## src/rtl/assert_macros.svh

```systemverilog
// assertion macros shared by the deframer rtl
// no dependencies; included by files that carry concurrent checks
`ifndef ASSERT_MACROS_SVH
`define ASSERT_MACROS_SVH

// same-cycle implication, disabled while reset is asserted
`define ASSERT_IMPL(lbl, clk, rst_n, ante, cons, msg) \
	lbl: assert property (@(posedge clk) disable iff (!rst_n) (ante) |-> (cons)) \
		else $error(msg);

// next-cycle implication, disabled while reset is asserted
`define ASSERT_NEXT(lbl, clk, rst_n, ante, cons, msg) \
	lbl: assert property (@(posedge clk) disable iff (!rst_n) (ante) |=> (cons)) \
		else $error(msg);

`endif

```

## src/rtl/cdf_pkg.sv

```systemverilog
// shared constants, types and the crc byte step for the frame deframer
// no dependencies; imported by every deframer module
`timescale 1ns / 1ps

package cdf_pkg;

	localparam int FRAME_BYTES = 8;
	localparam int CRC_SPAN    = 4;
	localparam int FILL_W      = $clog2(FRAME_BYTES + 1);

	// window positions, oldest byte at position zero
	localparam int POS_START = 0;
	localparam int POS_LEFT  = 1;
	localparam int POS_RIGHT = 2;
	localparam int POS_FLAGS = 3;
	localparam int POS_CRC_H = 4;
	localparam int POS_CRC_L = 5;
	localparam int POS_END_H = 6;
	localparam int POS_END_L = 7;

	localparam logic [15:0] CRC_INIT = 16'hFFFF;
	localparam logic [15:0] CRC_POLY = 16'h1021;

	localparam logic [7:0]  START_MARKER_RESET = 8'hDE;
	localparam logic [15:0] END_MARKER_RESET   = 16'h0D0A;

	localparam int CFG_IDX_W  = 1;
	localparam int CFG_DATA_W = 16;

	typedef enum logic [CFG_IDX_W-1:0] {
		REG_START_MARKER = 1'b0,
		REG_END_MARKER   = 1'b1
	} cfg_reg_t;

	typedef enum logic {
		FRAME_GOOD    = 1'b0,
		FRAME_CRC_BAD = 1'b1
	} frame_status_t;

	typedef struct packed {
		logic markers_ok;
		logic crc_ok;
	} verdict_t;

	// one byte of crc-16, polynomial 0x1021, msb first
	function automatic logic [15:0] crc16_byte(input logic [15:0] crc_in,
			input logic [7:0] data);
		logic [15:0] c;
		c = crc_in ^ {data, 8'h00};
		for (int b = 0; b < 8; b++) begin
			c = c[15] ? ((c << 1) ^ CRC_POLY) : (c << 1);
		end
		return c;
	endfunction

endpackage

```

## src/rtl/cdf_ifs.sv

```systemverilog
// valid/ready channel interfaces for received bytes and decoded frames
// no dependencies
`timescale 1ns / 1ps

interface cdf_rx_if;
	logic       valid;
	logic       ready;
	logic [7:0] rx_byte;

	modport source(output valid, output rx_byte, input ready);
	modport sink(input valid, input rx_byte, output ready);
endinterface

interface cdf_frame_if;
	logic       valid;
	logic       ready;
	logic [7:0] left_command;
	logic [7:0] right_command;
	logic [7:0] flag_bits;
	logic       frame_status;

	modport source(output valid, output left_command, output right_command,
		output flag_bits, output frame_status, input ready);
	modport sink(input valid, input left_command, input right_command,
		input flag_bits, input frame_status, output ready);
endinterface

```

## src/rtl/cdf_cell.sv

```systemverilog
// one window cell: holds a byte and the running crc of the sequence it opens
// depends on cdf_pkg for the crc byte step
`timescale 1ns / 1ps

module cdf_cell import cdf_pkg::*; #(
	parameter bit EXTEND = 1'b0
) (
	input  logic        clk,
	input  logic        shift_en,
	input  logic [7:0]  byte_in,
	input  logic [15:0] crc_in,
	input  logic [7:0]  ext_byte,
	output logic [7:0]  byte_out,
	output logic [15:0] crc_out
);

	logic [7:0]  byte_q;
	logic [15:0] crc_q;

	// young cells fold the arriving byte into the crc they carry forward
	always_ff @(posedge clk) begin
		if (shift_en) begin
			byte_q <= byte_in;
			crc_q  <= EXTEND ? crc16_byte(crc_in, ext_byte) : crc_in;
		end
	end

	assign byte_out = byte_q;
	assign crc_out  = crc_q;

endmodule

```

## src/rtl/cdf_judge.sv

```systemverilog
// frame check over a full window: marker, trailer and crc comparison
// depends on cdf_pkg for positions and the verdict type
`timescale 1ns / 1ps

module cdf_judge import cdf_pkg::*; (
	input  logic [FRAME_BYTES-1:0][7:0] window,
	input  logic [15:0]                 head_crc,
	input  logic [7:0]                  start_marker,
	input  logic [15:0]                 end_marker,
	output verdict_t                    verdict
);

	always_comb begin
		verdict.markers_ok = (window[POS_START] == start_marker) &&
			(window[POS_END_H] == end_marker[15:8]) &&
			(window[POS_END_L] == end_marker[7:0]);
		verdict.crc_ok = (head_crc == {window[POS_CRC_H], window[POS_CRC_L]});
	end

endmodule

```

## src/rtl/crc_checked_frame_deframer.sv

```systemverilog
// Frame deframer for a byte stream: a chain of eight byte cells forms a
// sliding window, the four youngest cells fold each arriving byte into a crc
// so the oldest cell always carries the crc-16 of the frame head. One byte is
// taken per clock cycle while input is not stalled. A window that fills is
// checked from registers once the output register is free, and a result with
// matching markers lands in the output register; input stalls only while a
// full window waits on an untaken result in the output register. The user
// must write markers over the cfg port only while no frame is in flight; the
// block does not enforce this. The one-bit index selects one of two registers.
// depends on cdf_pkg, cdf_ifs, cdf_cell, cdf_judge and assert_macros.svh
`timescale 1ns / 1ps
`include "assert_macros.svh"

module crc_checked_frame_deframer import cdf_pkg::*; (
	input  logic                  clk,
	input  logic                  arst_n,
	cdf_rx_if.sink                rx,
	cdf_frame_if.source           frames,
	input  logic                  cfg_we,
	input  logic [CFG_IDX_W-1:0]  cfg_index,
	input  logic [CFG_DATA_W-1:0] cfg_data
);

	logic [7:0]        start_marker_q;
	logic [15:0]       end_marker_q;
	logic [FILL_W-1:0] fill_q;
	logic [FILL_W-1:0] fill_eff;
	logic [FILL_W-1:0] fill_d;

	logic [FRAME_BYTES-1:0][7:0]  cell_byte;
	logic [FRAME_BYTES-1:0][15:0] cell_crc;

	verdict_t verdict;
	logic     rx_fire;
	logic     pending;
	logic     out_free;
	logic     do_check;
	logic     good_frame;
	logic     out_load;

	logic       out_valid_q;
	logic [7:0] left_q;
	logic [7:0] right_q;
	logic [7:0] flags_q;
	logic       status_q;

	// marker registers
	always_ff @(posedge clk or negedge arst_n) begin
		if (!arst_n) begin
			start_marker_q <= START_MARKER_RESET;
			end_marker_q   <= END_MARKER_RESET;
		end else if (cfg_we) begin
			case (cfg_reg_t'(cfg_index))
				REG_START_MARKER: start_marker_q <= cfg_data[7:0];
				REG_END_MARKER:   end_marker_q   <= cfg_data[15:0];
				default: ;
			endcase
		end
	end

	// window cells, youngest at the top of the chain
	for (genvar k = 0; k < FRAME_BYTES; k++) begin : g_cell
		if (k == FRAME_BYTES - 1) begin : g_top
			cdf_cell #(.EXTEND(1'b1)) u_cell (
				.clk      (clk),
				.shift_en (rx_fire),
				.byte_in  (rx.rx_byte),
				.crc_in   (CRC_INIT),
				.ext_byte (rx.rx_byte),
				.byte_out (cell_byte[k]),
				.crc_out  (cell_crc[k])
			);
		end else begin : g_mid
			cdf_cell #(.EXTEND(k >= FRAME_BYTES - CRC_SPAN)) u_cell (
				.clk      (clk),
				.shift_en (rx_fire),
				.byte_in  (cell_byte[k+1]),
				.crc_in   (cell_crc[k+1]),
				.ext_byte (rx.rx_byte),
				.byte_out (cell_byte[k]),
				.crc_out  (cell_crc[k])
			);
		end
	end

	cdf_judge u_judge (
		.window       (cell_byte),
		.head_crc     (cell_crc[POS_START]),
		.start_marker (start_marker_q),
		.end_marker   (end_marker_q),
		.verdict      (verdict)
	);

	assign pending    = (fill_q == FILL_W'(FRAME_BYTES));
	assign out_free   = !out_valid_q || frames.ready;
	assign do_check   = pending && out_free;
	assign good_frame = verdict.markers_ok && verdict.crc_ok;
	assign out_load   = do_check && verdict.markers_ok;
	assign rx.ready   = !pending || out_free;
	assign rx_fire    = rx.valid && rx.ready;

	// a check empties the window or drops its oldest byte before the new transfer
	always_comb begin
		fill_eff = fill_q;
		if (do_check) begin
			fill_eff = good_frame ? '0 : FILL_W'(FRAME_BYTES - 1);
		end
		fill_d = rx_fire ? fill_eff + FILL_W'(1) : fill_eff;
	end

	always_ff @(posedge clk or negedge arst_n) begin
		if (!arst_n) begin
			fill_q <= '0;
		end else begin
			fill_q <= fill_d;
		end
	end

	// output register
	always_ff @(posedge clk or negedge arst_n) begin
		if (!arst_n) begin
			out_valid_q <= 1'b0;
		end else if (out_load) begin
			out_valid_q <= 1'b1;
		end else if (frames.ready) begin
			out_valid_q <= 1'b0;
		end
	end

	always_ff @(posedge clk) begin
		if (out_load) begin
			left_q   <= good_frame ? cell_byte[POS_LEFT]  : 8'h00;
			right_q  <= good_frame ? cell_byte[POS_RIGHT] : 8'h00;
			flags_q  <= good_frame ? cell_byte[POS_FLAGS] : 8'h00;
			status_q <= good_frame ? FRAME_GOOD : FRAME_CRC_BAD;
		end
	end

	assign frames.valid         = out_valid_q;
	assign frames.left_command  = left_q;
	assign frames.right_command = right_q;
	assign frames.flag_bits     = flags_q;
	assign frames.frame_status  = status_q;

	`ASSERT_NEXT(a_good_frame_clears, clk, arst_n, do_check && good_frame, fill_q <= FILL_W'(1), "good frame did not empty the window")
	`ASSERT_NEXT(a_blocked_check_waits, clk, arst_n, pending && !do_check, pending, "window check lost while output was blocked")
	`ASSERT_IMPL(a_result_from_check, clk, arst_n, $rose(out_valid_q), $past(do_check), "result appeared without a window check")

endmodule
```

## src/flat_wrapper.sv

```systemverilog
// flat-port wrapper written by rule: the top's interface ports become plain ports
module crc_checked_frame_deframer_flat import cdf_pkg::*;
  (clk, arst_n, cfg_we, cfg_index, cfg_data, rx_valid, rx_rx_byte, rx_ready, frames_valid, frames_left_command, frames_right_command, frames_flag_bits, frames_frame_status, frames_ready);
  cdf_rx_if rx_i ();
  cdf_frame_if frames_i ();
  input  logic clk;
  input  logic arst_n;
  input  logic cfg_we;
  input  logic [CFG_IDX_W-1:0] cfg_index;
  input  logic [CFG_DATA_W-1:0] cfg_data;
  input wire logic [$bits(rx_i.valid)-1:0] rx_valid;
  input wire logic [$bits(rx_i.rx_byte)-1:0] rx_rx_byte;
  output wire logic [$bits(rx_i.ready)-1:0] rx_ready;
  output wire logic [$bits(frames_i.valid)-1:0] frames_valid;
  output wire logic [$bits(frames_i.left_command)-1:0] frames_left_command;
  output wire logic [$bits(frames_i.right_command)-1:0] frames_right_command;
  output wire logic [$bits(frames_i.flag_bits)-1:0] frames_flag_bits;
  output wire logic [$bits(frames_i.frame_status)-1:0] frames_frame_status;
  input wire logic [$bits(frames_i.ready)-1:0] frames_ready;
  assign rx_i.valid = rx_valid;
  assign rx_i.rx_byte = rx_rx_byte;
  assign rx_ready = rx_i.ready;
  assign frames_valid = frames_i.valid;
  assign frames_left_command = frames_i.left_command;
  assign frames_right_command = frames_i.right_command;
  assign frames_flag_bits = frames_i.flag_bits;
  assign frames_frame_status = frames_i.frame_status;
  assign frames_i.ready = frames_ready;
  crc_checked_frame_deframer u_core (.clk(clk), .arst_n(arst_n), .rx(rx_i), .frames(frames_i), .cfg_we(cfg_we), .cfg_index(cfg_index), .cfg_data(cfg_data));
endmodule
```

## config.mk

```make
export PLATFORM = sky130hd
export DESIGN_NAME = crc_checked_frame_deframer_flat
export DESIGN_NICKNAME = d
export VERILOG_FILES = /design/src/rtl/cdf_pkg.sv /design/src/rtl/cdf_ifs.sv /design/src/rtl/cdf_cell.sv /design/src/rtl/cdf_judge.sv /design/src/rtl/crc_checked_frame_deframer.sv /design/src/flat_wrapper.sv
export VERILOG_INCLUDE_DIRS = /design/src /design/src/rtl
export SDC_FILE = /design/constraint.sdc
export NUM_CORES = 1
export LEC_CHECK = 0
export ABC_AREA = 1
export BUFFER_PORTS_ARGS = -buffer_cell sky130_fd_sc_hd__buf_2
export CELL_PAD_IN_SITES_DETAIL_PLACEMENT = 0
export CELL_PAD_IN_SITES_GLOBAL_PLACEMENT = 1
export CORE_MARGIN = 5
export CORE_UTILIZATION = 51
export DETAILED_ROUTE_END_ITERATION = 12
export PLACE_DENSITY = 0.76
export SYNTH_ARGS = -nofsm -noshare
export SYNTH_HDL_FRONTEND = slang
export SYNTH_SLANG_ARGS = --single-unit
```

## constraint.sdc

```tcl
create_clock -name clk -period 5.7 [get_ports clk]
set_input_delay 0.57 -clock clk [delete_from_list [all_inputs] [get_ports clk]]
set_output_delay 0.57 -clock clk [all_outputs]
set_load 0.02 [all_outputs]
```

* After elaboration in Yosys (flattened, before gate mapping)
Cells that the tools add are included.
** Operators by class
- Add/sub/neg operators :: 1
- $mul :: 0
- Divide/modulo/power cells :: 0
- $lt $le $gt $ge :: 0
- Eq/ne operators :: 5
- Shifts and indexed selects :: 0
- Multiplexer cells :: 38
- Bitwise gates (word level) :: 37
- Reduce and logical (&&, ||, !) cells :: 13
** Operators with widths (count)
- two-way mux 13 bit :: 32
- NOT 3 bit :: 32
- XOR 16 bit :: 3
- equality test 8 bit :: 3
- equality test 16 bit :: 1
- NOT 16 bit :: 1
- two-way mux 4 bit :: 2
- logical AND 1 bit :: 6
- adder 4 x 1 -> 4 bit, second input constant :: 1
- equality test 4 bit, second input constant :: 1
- AND reduction 2 bit :: 2
- two-way mux 1 bit :: 3
- two-way mux 3 bit :: 1
- logical NOT 1 bit :: 2
- logical OR 1 bit :: 2
- nonzero test 2 bit :: 1
- NOT 1 bit :: 1
** Storage, ports and cells
- Flip-flop bits (word level) :: 246
- Latch bits :: 0
- Bits in writable memories :: 0
- ROM bits :: 0
- Input bits :: 30
- Output and inout bits :: 27
- Logic and storage cells :: 122
- Memories :: 0

* Logic depth before layout (Yosys ltp)
- Depth after elaboration :: 17
- Depth in mapped cells :: 14

* Hierarchy
A second synthesis with hierarchy kept.
** Unflattened totals
- Cells, all modules :: 999
- Area total of the unflattened synthesis :: 10633.9 um^2
** Modules (own cells, without submodules)
- cdf_cell (u_core.g_cell[4].g_mid.u_cell ...) :: instances 4, cells an instance 141, area an instance 1222.4 um^2, sequential area each 720.7 um^2
- cdf_cell (u_core.g_cell[0].g_mid.u_cell ...) :: instances 4, cells an instance 24, area an instance 720.7 um^2, sequential area each 720.7 um^2
- crc_checked_frame_deframer :: instances 1, cells an instance 196, area an instance 2209.6 um^2, sequential area each 1490.2 um^2
- cdf_judge :: instances 1, cells an instance 143, area an instance 651.9 um^2, sequential area each 0.0 um^2

* Least setup slack after synthesis
Ideal clock, no wire load.
- Path kind :: input to register
- Start :: input port frames_ready
- End :: register u_core.fill_q[1]
- Arrival time :: 5.071 ns
- Slack :: 0.291 ns
- Stages :: 6
- Cells stage by stage :: inv_1 > nand2_1 > or2_2 > nand2_1 > inv_1 > o21ai_0
** Between the ends
- Elaborated cells on any way between the ends :: 7
** RTL lines
- from (decl) :: RTL line flat_wrapper.sv:19 : input wire logic [$bits(frames_i.ready)-1:0] frames_ready;
- logical OR 1 bit :: RTL line crc_checked_frame_deframer.sv:95 : assign out_free = !out_valid_q || frames.ready;
- logical OR 1 bit :: RTL line crc_checked_frame_deframer.sv:99 : assign rx.ready = !pending || out_free;
- net rx_ready :: RTL line flat_wrapper.sv:13 : output wire logic [$bits(rx_i.ready)-1:0] rx_ready;
- logical AND 1 bit :: RTL line crc_checked_frame_deframer.sv:100 : assign rx_fire = rx.valid && rx.ready;
- net u_core.g_cell[0].g_mid.u_cell.shift_en :: RTL line cdf_cell.sv:9 : input logic shift_en,
- two-way mux 4 bit :: RTL line crc_checked_frame_deframer.sv:108 : fill_d = rx_fire ? fill_eff + FILL_W'(1) : fill_eff;
- net u_core.fill_d[1] :: RTL line crc_checked_frame_deframer.sv:28 : logic [FILL_W-1:0] fill_d;
- to (signal assigned) :: RTL line crc_checked_frame_deframer.sv:115 : fill_q <= fill_d;
- to (decl) :: RTL line crc_checked_frame_deframer.sv:26 : logic [FILL_W-1:0] fill_q;
The timed path passes the listed nets, and every way through them passes these cells.
A chain may end at the register's enable or synchronous reset.

* Final worst setup path
- Start :: register u_core.end_marker_q[1]
- End :: register u_core.left_q[3], in the netlist u_core.frames.left_command[3], enable pin
** Between the ends
- Longest elaborated chain between the ends :: 3
** Ends and longest elaborated chain
- from (decl) :: RTL line crc_checked_frame_deframer.sv:25 : logic [15:0] end_marker_q;
- from (signal assigned) :: RTL line crc_checked_frame_deframer.sv:55 : REG_END_MARKER: end_marker_q <= cfg_data[15:0];
- equality test 8 bit :: RTL line cdf_judge.sv:16 : (window[POS_END_L] == end_marker[7:0]);
- logical AND 1 bit :: RTL line cdf_judge.sv:15 : (window[POS_END_H] == end_marker[15:8]) &&
- logical AND 1 bit :: RTL line crc_checked_frame_deframer.sv:98 : assign out_load = do_check && verdict.markers_ok;
- net u_core.out_load :: RTL line crc_checked_frame_deframer.sv:39 : logic out_load;
- to (signal assigned) :: RTL line crc_checked_frame_deframer.sv:132 : left_q <= good_frame ? cell_byte[POS_LEFT] : 8'h00;
- to (decl) :: RTL line crc_checked_frame_deframer.sv:42 : logic [7:0] left_q;
The timed path passes the listed nets, and every way through them passes these cells.

==> flow_metrics.py <==
metrics = {
    "placed_design": {
        "place_worst_setup_slack_ns": 2.884,
        "numPortBuffers": 56,
        "place_congestion": 0.7889,
        "dp_hpwl_um": 9683,
        "dp_cells": 908,
    },
    "critical_path": {
        "worstPathCellList": "nand2_1 -> inv_1 -> nor2_1 -> nor2_1 -> nand2_1 -> nor2_1 -> nand2_1 -> nor2_2 -> inv_2 -> nor2_2",
        "cp_max_fo": 25,
        "worstPathArrival_ns": 2.68,
        "crit_required_ns": 5.82,
        "critical-path-slowest-cell": "nor2_2",
        "worst_setup_path_start_kind": "register",
        "critPathKind": "reg2reg",
        "critPathCaptureType": "register",
        "cpPeakStageDelay_ns": 0.87,
        "r2r_setup_slack_ns": 3.13,
    },
    "synthesis": {
        "synthAdderAreaFrac": 0.001337,
        "synth_flop_cell": "edfxtp_1",
        "synth_compound_area_frac": 0.01230,
        "syn_nets": 661,
        "synth_edf_count": 216,
        "synth_mux_area_frac": 0.004812,
        "yosys_warnings": 0,
        "syn_area_per_cell_um2": 14.86,
        "yosysUniqueCellTypes": 23,
        "synth_seq_cells": 245,
        "synth_top_family_by_area": "XOR/XNOR gates",
        "synthArstFlopShare": 0.1184,
        "ys_seq_area_frac": 0.7720,
        "synthTopCellsByCount": "edfxtp_1 (216), nand2_1 (90), inv_1 (81), xnor2_1 (51), xor2_1 (49)",
        "syn_area_um2": 9360,
        "synth_top_area_frac": 0.6930,
        "yosysMostFrequentCell": "edfxtp_1",
        "synthSimpleGateAreaFrac": 0.07339,
        "synth_cells": 630,
        "synth_area_leaders": "edfxtp_1 (69%), dfrtp_1 (4.8%), xnor2_1 (4.8%)",
        "yosysTopAreaCell": "edfxtp_1",
        "synth-xor-area-share": 0.09651,
    },
    "clocking": {
        "ctsLongestPathBuffers": 3,
        "root_buffer": "clkbuf_16",
        "cts_made_buffers": 25,
        "clkLatencyLatePin_ns": 0.50,
        "htree_levels": 1,
        "clock_sinks": 245,
        "post_cts_resized": 0,
        "cts_tree": "yes",
        "holdBufCountCts": 0,
        "cts.reportedPaths.clkPinSlew_ns": 0.06,
        "postCtsSetupBuffers": 0,
    },
    "routing": {
        "ant_nets": 0,
        "drtIter0Drc": 197,
        "vias_per_cell": 4.722,
        "vias": 4491,
        "firstDrtPassIters": 4,
        "wire_per_inst_um": 14.95,
        "wl_um": 14220,
        "drc": 0,
    },
    "power_and_ir_drop": {
        "power.total_w": 0.004364,
        "power.density_nw_per_um2": 410.0,
        "peakVddDrop_uv": 227.4,
        "leakage_nw": 4.309,
    },
    "layout": {
        "instances_no_fill": 951,
        "diodes": 0,
        "fillers": 1431,
        "drive_above_1_share": 0.1870,
        "nNetsFinal": 737,
        "area_growth_pct": 13.73,
    },
    "min_path": {
        "hp-class": "in2async",
    },
    "die": {
        "die_x_um": 145.5,
        "io_pins": 57,
        "die_h_um": 145.5,
        "start_util": 0.5193,
        "rows": 49,
        "fp.coreArea_um2": 18020,
        "die-area_um2": 21160,
    },
    "run_status": {
        "status": "finished clean",
    },
    "timing": {
        "skew_ns": 0.01373,
        "setup_viol": 0,
        "worst_slack_ns": 3.134,
        "finalSetupTns_ns": 0,
        "period_share": 0.4502,
        "max_freq_mhz": 389.7,
        "maxSlewViolCount": 0,
        "period_needed_ns": 2.566,
        "fin_hold_ws_ns": 0.1170,
        "hold_viol": 0,
        "maxSlewHeadroom": 0.2242,
        "rsz0062_at_grt": "false",
        "tightest_slew_ns": 1.162,
    },
    "global_route": {
        "grt_max_degree": 133,
        "grt_pass1_wl_um": 22880,
        "first_global_vias": 4607,
        "grt_antenna_before_repair": 0,
        "grt_overflow_total": 0,
        "gr-usage-all-layers": 0.1342,
    },
    "job": {
        "drv_cap": 0,
    },
}
## flip-flops by register name (all words and copies together) (netlist names)
| name | flops |
|---|---|
| u_core.start_marker_q | 8 |
| u_core.fill_q | 4 |
| u_core.frames.frame_status | 1 |
| u_core.g_cell.g_top.u_cell.byte_out | 8 |
| u_core.frames.valid | 1 |
| u_core.frames.right_command | 8 |
| u_core.frames.flag_bits | 8 |
| u_core.g_cell.g_top.u_cell.crc_out | 15 |
| u_core.g_cell.g_mid.u_cell.byte_out | 56 |
| u_core.g_cell.g_mid.u_cell.crc_out | 112 |
| u_core.frames.left_command | 8 |
| u_core.end_marker_q | 16 |
## kinds of logic after synthesis
logic type,after synthesis
buffers and inverters,93
XOR/XNOR,101
AND/OR/NAND/NOR,163
AO/OA/AOI/OAI,23
multiplexers,4
flip-flops,245
adder cells (fa/ha/maj),1
## worst paths after layout
| check | depth (start not counted) | from | endpoint |
|---|---|---|---|
| setup / recovery | 10 | u_core.end_marker_q[1] | u_core.frames.left_command[3] |
| setup reg to reg | 10 | u_core.end_marker_q[1] | u_core.frames.left_command[3] |
| max in group asynchronous | 1 | arst_n | u_core.fill_q[1] |
| hold reg to reg | 0 | u_core.g_cell[2].g_mid.u_cell.crc_out[10] | u_core.g_cell[1].g_mid.u_cell.crc_out[10] |
| min in group clk | 2 | cfg_data[12] | u_core.end_marker_q[12] |
| hold / removal | 1 | arst_n | u_core.end_marker_q[7] |
## worst max-delay path, delay by kind of cell (launching register included)
kind	cells	cell delay [ns]
and+or+nand+nor	8	1.50
DFF	1	0.55
buffers and inverters	2	0.13
## power breakdown
part	total, W	internal (W)	switching, W
clock	0.00150	0.000886	0.000610
sequential	0.00241	0.00231	0.0000992
combinational	0.000455	0.000188	0.000267
## final cells by class
cell class	instances	area, um2	area share
clock buffer	29	640.6	0.06018
clock inverter	14	111.4	0.01046
inverter	84	320.3	0.03009
multi-input combinational	292	1765	0.1658
sequential	245	7226	0.6788
tap	229	286.5	0.02692
timing repair buffer	58	295.3	0.02774
## stage by stage
stage | utilization | cell area [um2]
2_1_floorplan | - | 9360
3_3_place_gp | 0.5489 | 9893
3_5_place_dp | 0.5489 | 9893
4_1_cts | 0.5906 | 10650
5_1_grt | 0.5906 | 10650
6_report | 0.5906 | 10650
## layout by cell type (no fill, tap or decap), drive strengths merged
master | netlist | layout
a21oi | 5 | 5
buf | 6 | 58
bufinv | 0 | 2
clkbuf | 3 | 29
clkinv | 0 | 12
dfrtp | 18 | 18
dfstp | 11 | 11
edfxtp | 216 | 216
ha | 1 | 1
inv | 84 | 84
mux2 | 4 | 4
nand2 | 90 | 90
nand3 | 5 | 5
nand4 | 2 | 2
nor2 | 62 | 62
nor3 | 1 | 1
o21ai | 18 | 18
or2 | 3 | 3
xnor2 | 51 | 51
xor2 | 50 | 50
## routing by layer
layer / routed length [um] / global-route usage / vias up
li1: - / - / 2231
met1: 5551 / 0.1527 / 2142
met2: 7620 / 0.2525 / 80
met3: 596 / 0.02616 / 38
met4: 452 / 0.04338 / 0
met5: 0 / 0 / -
(Power assumes the default switching activity.)
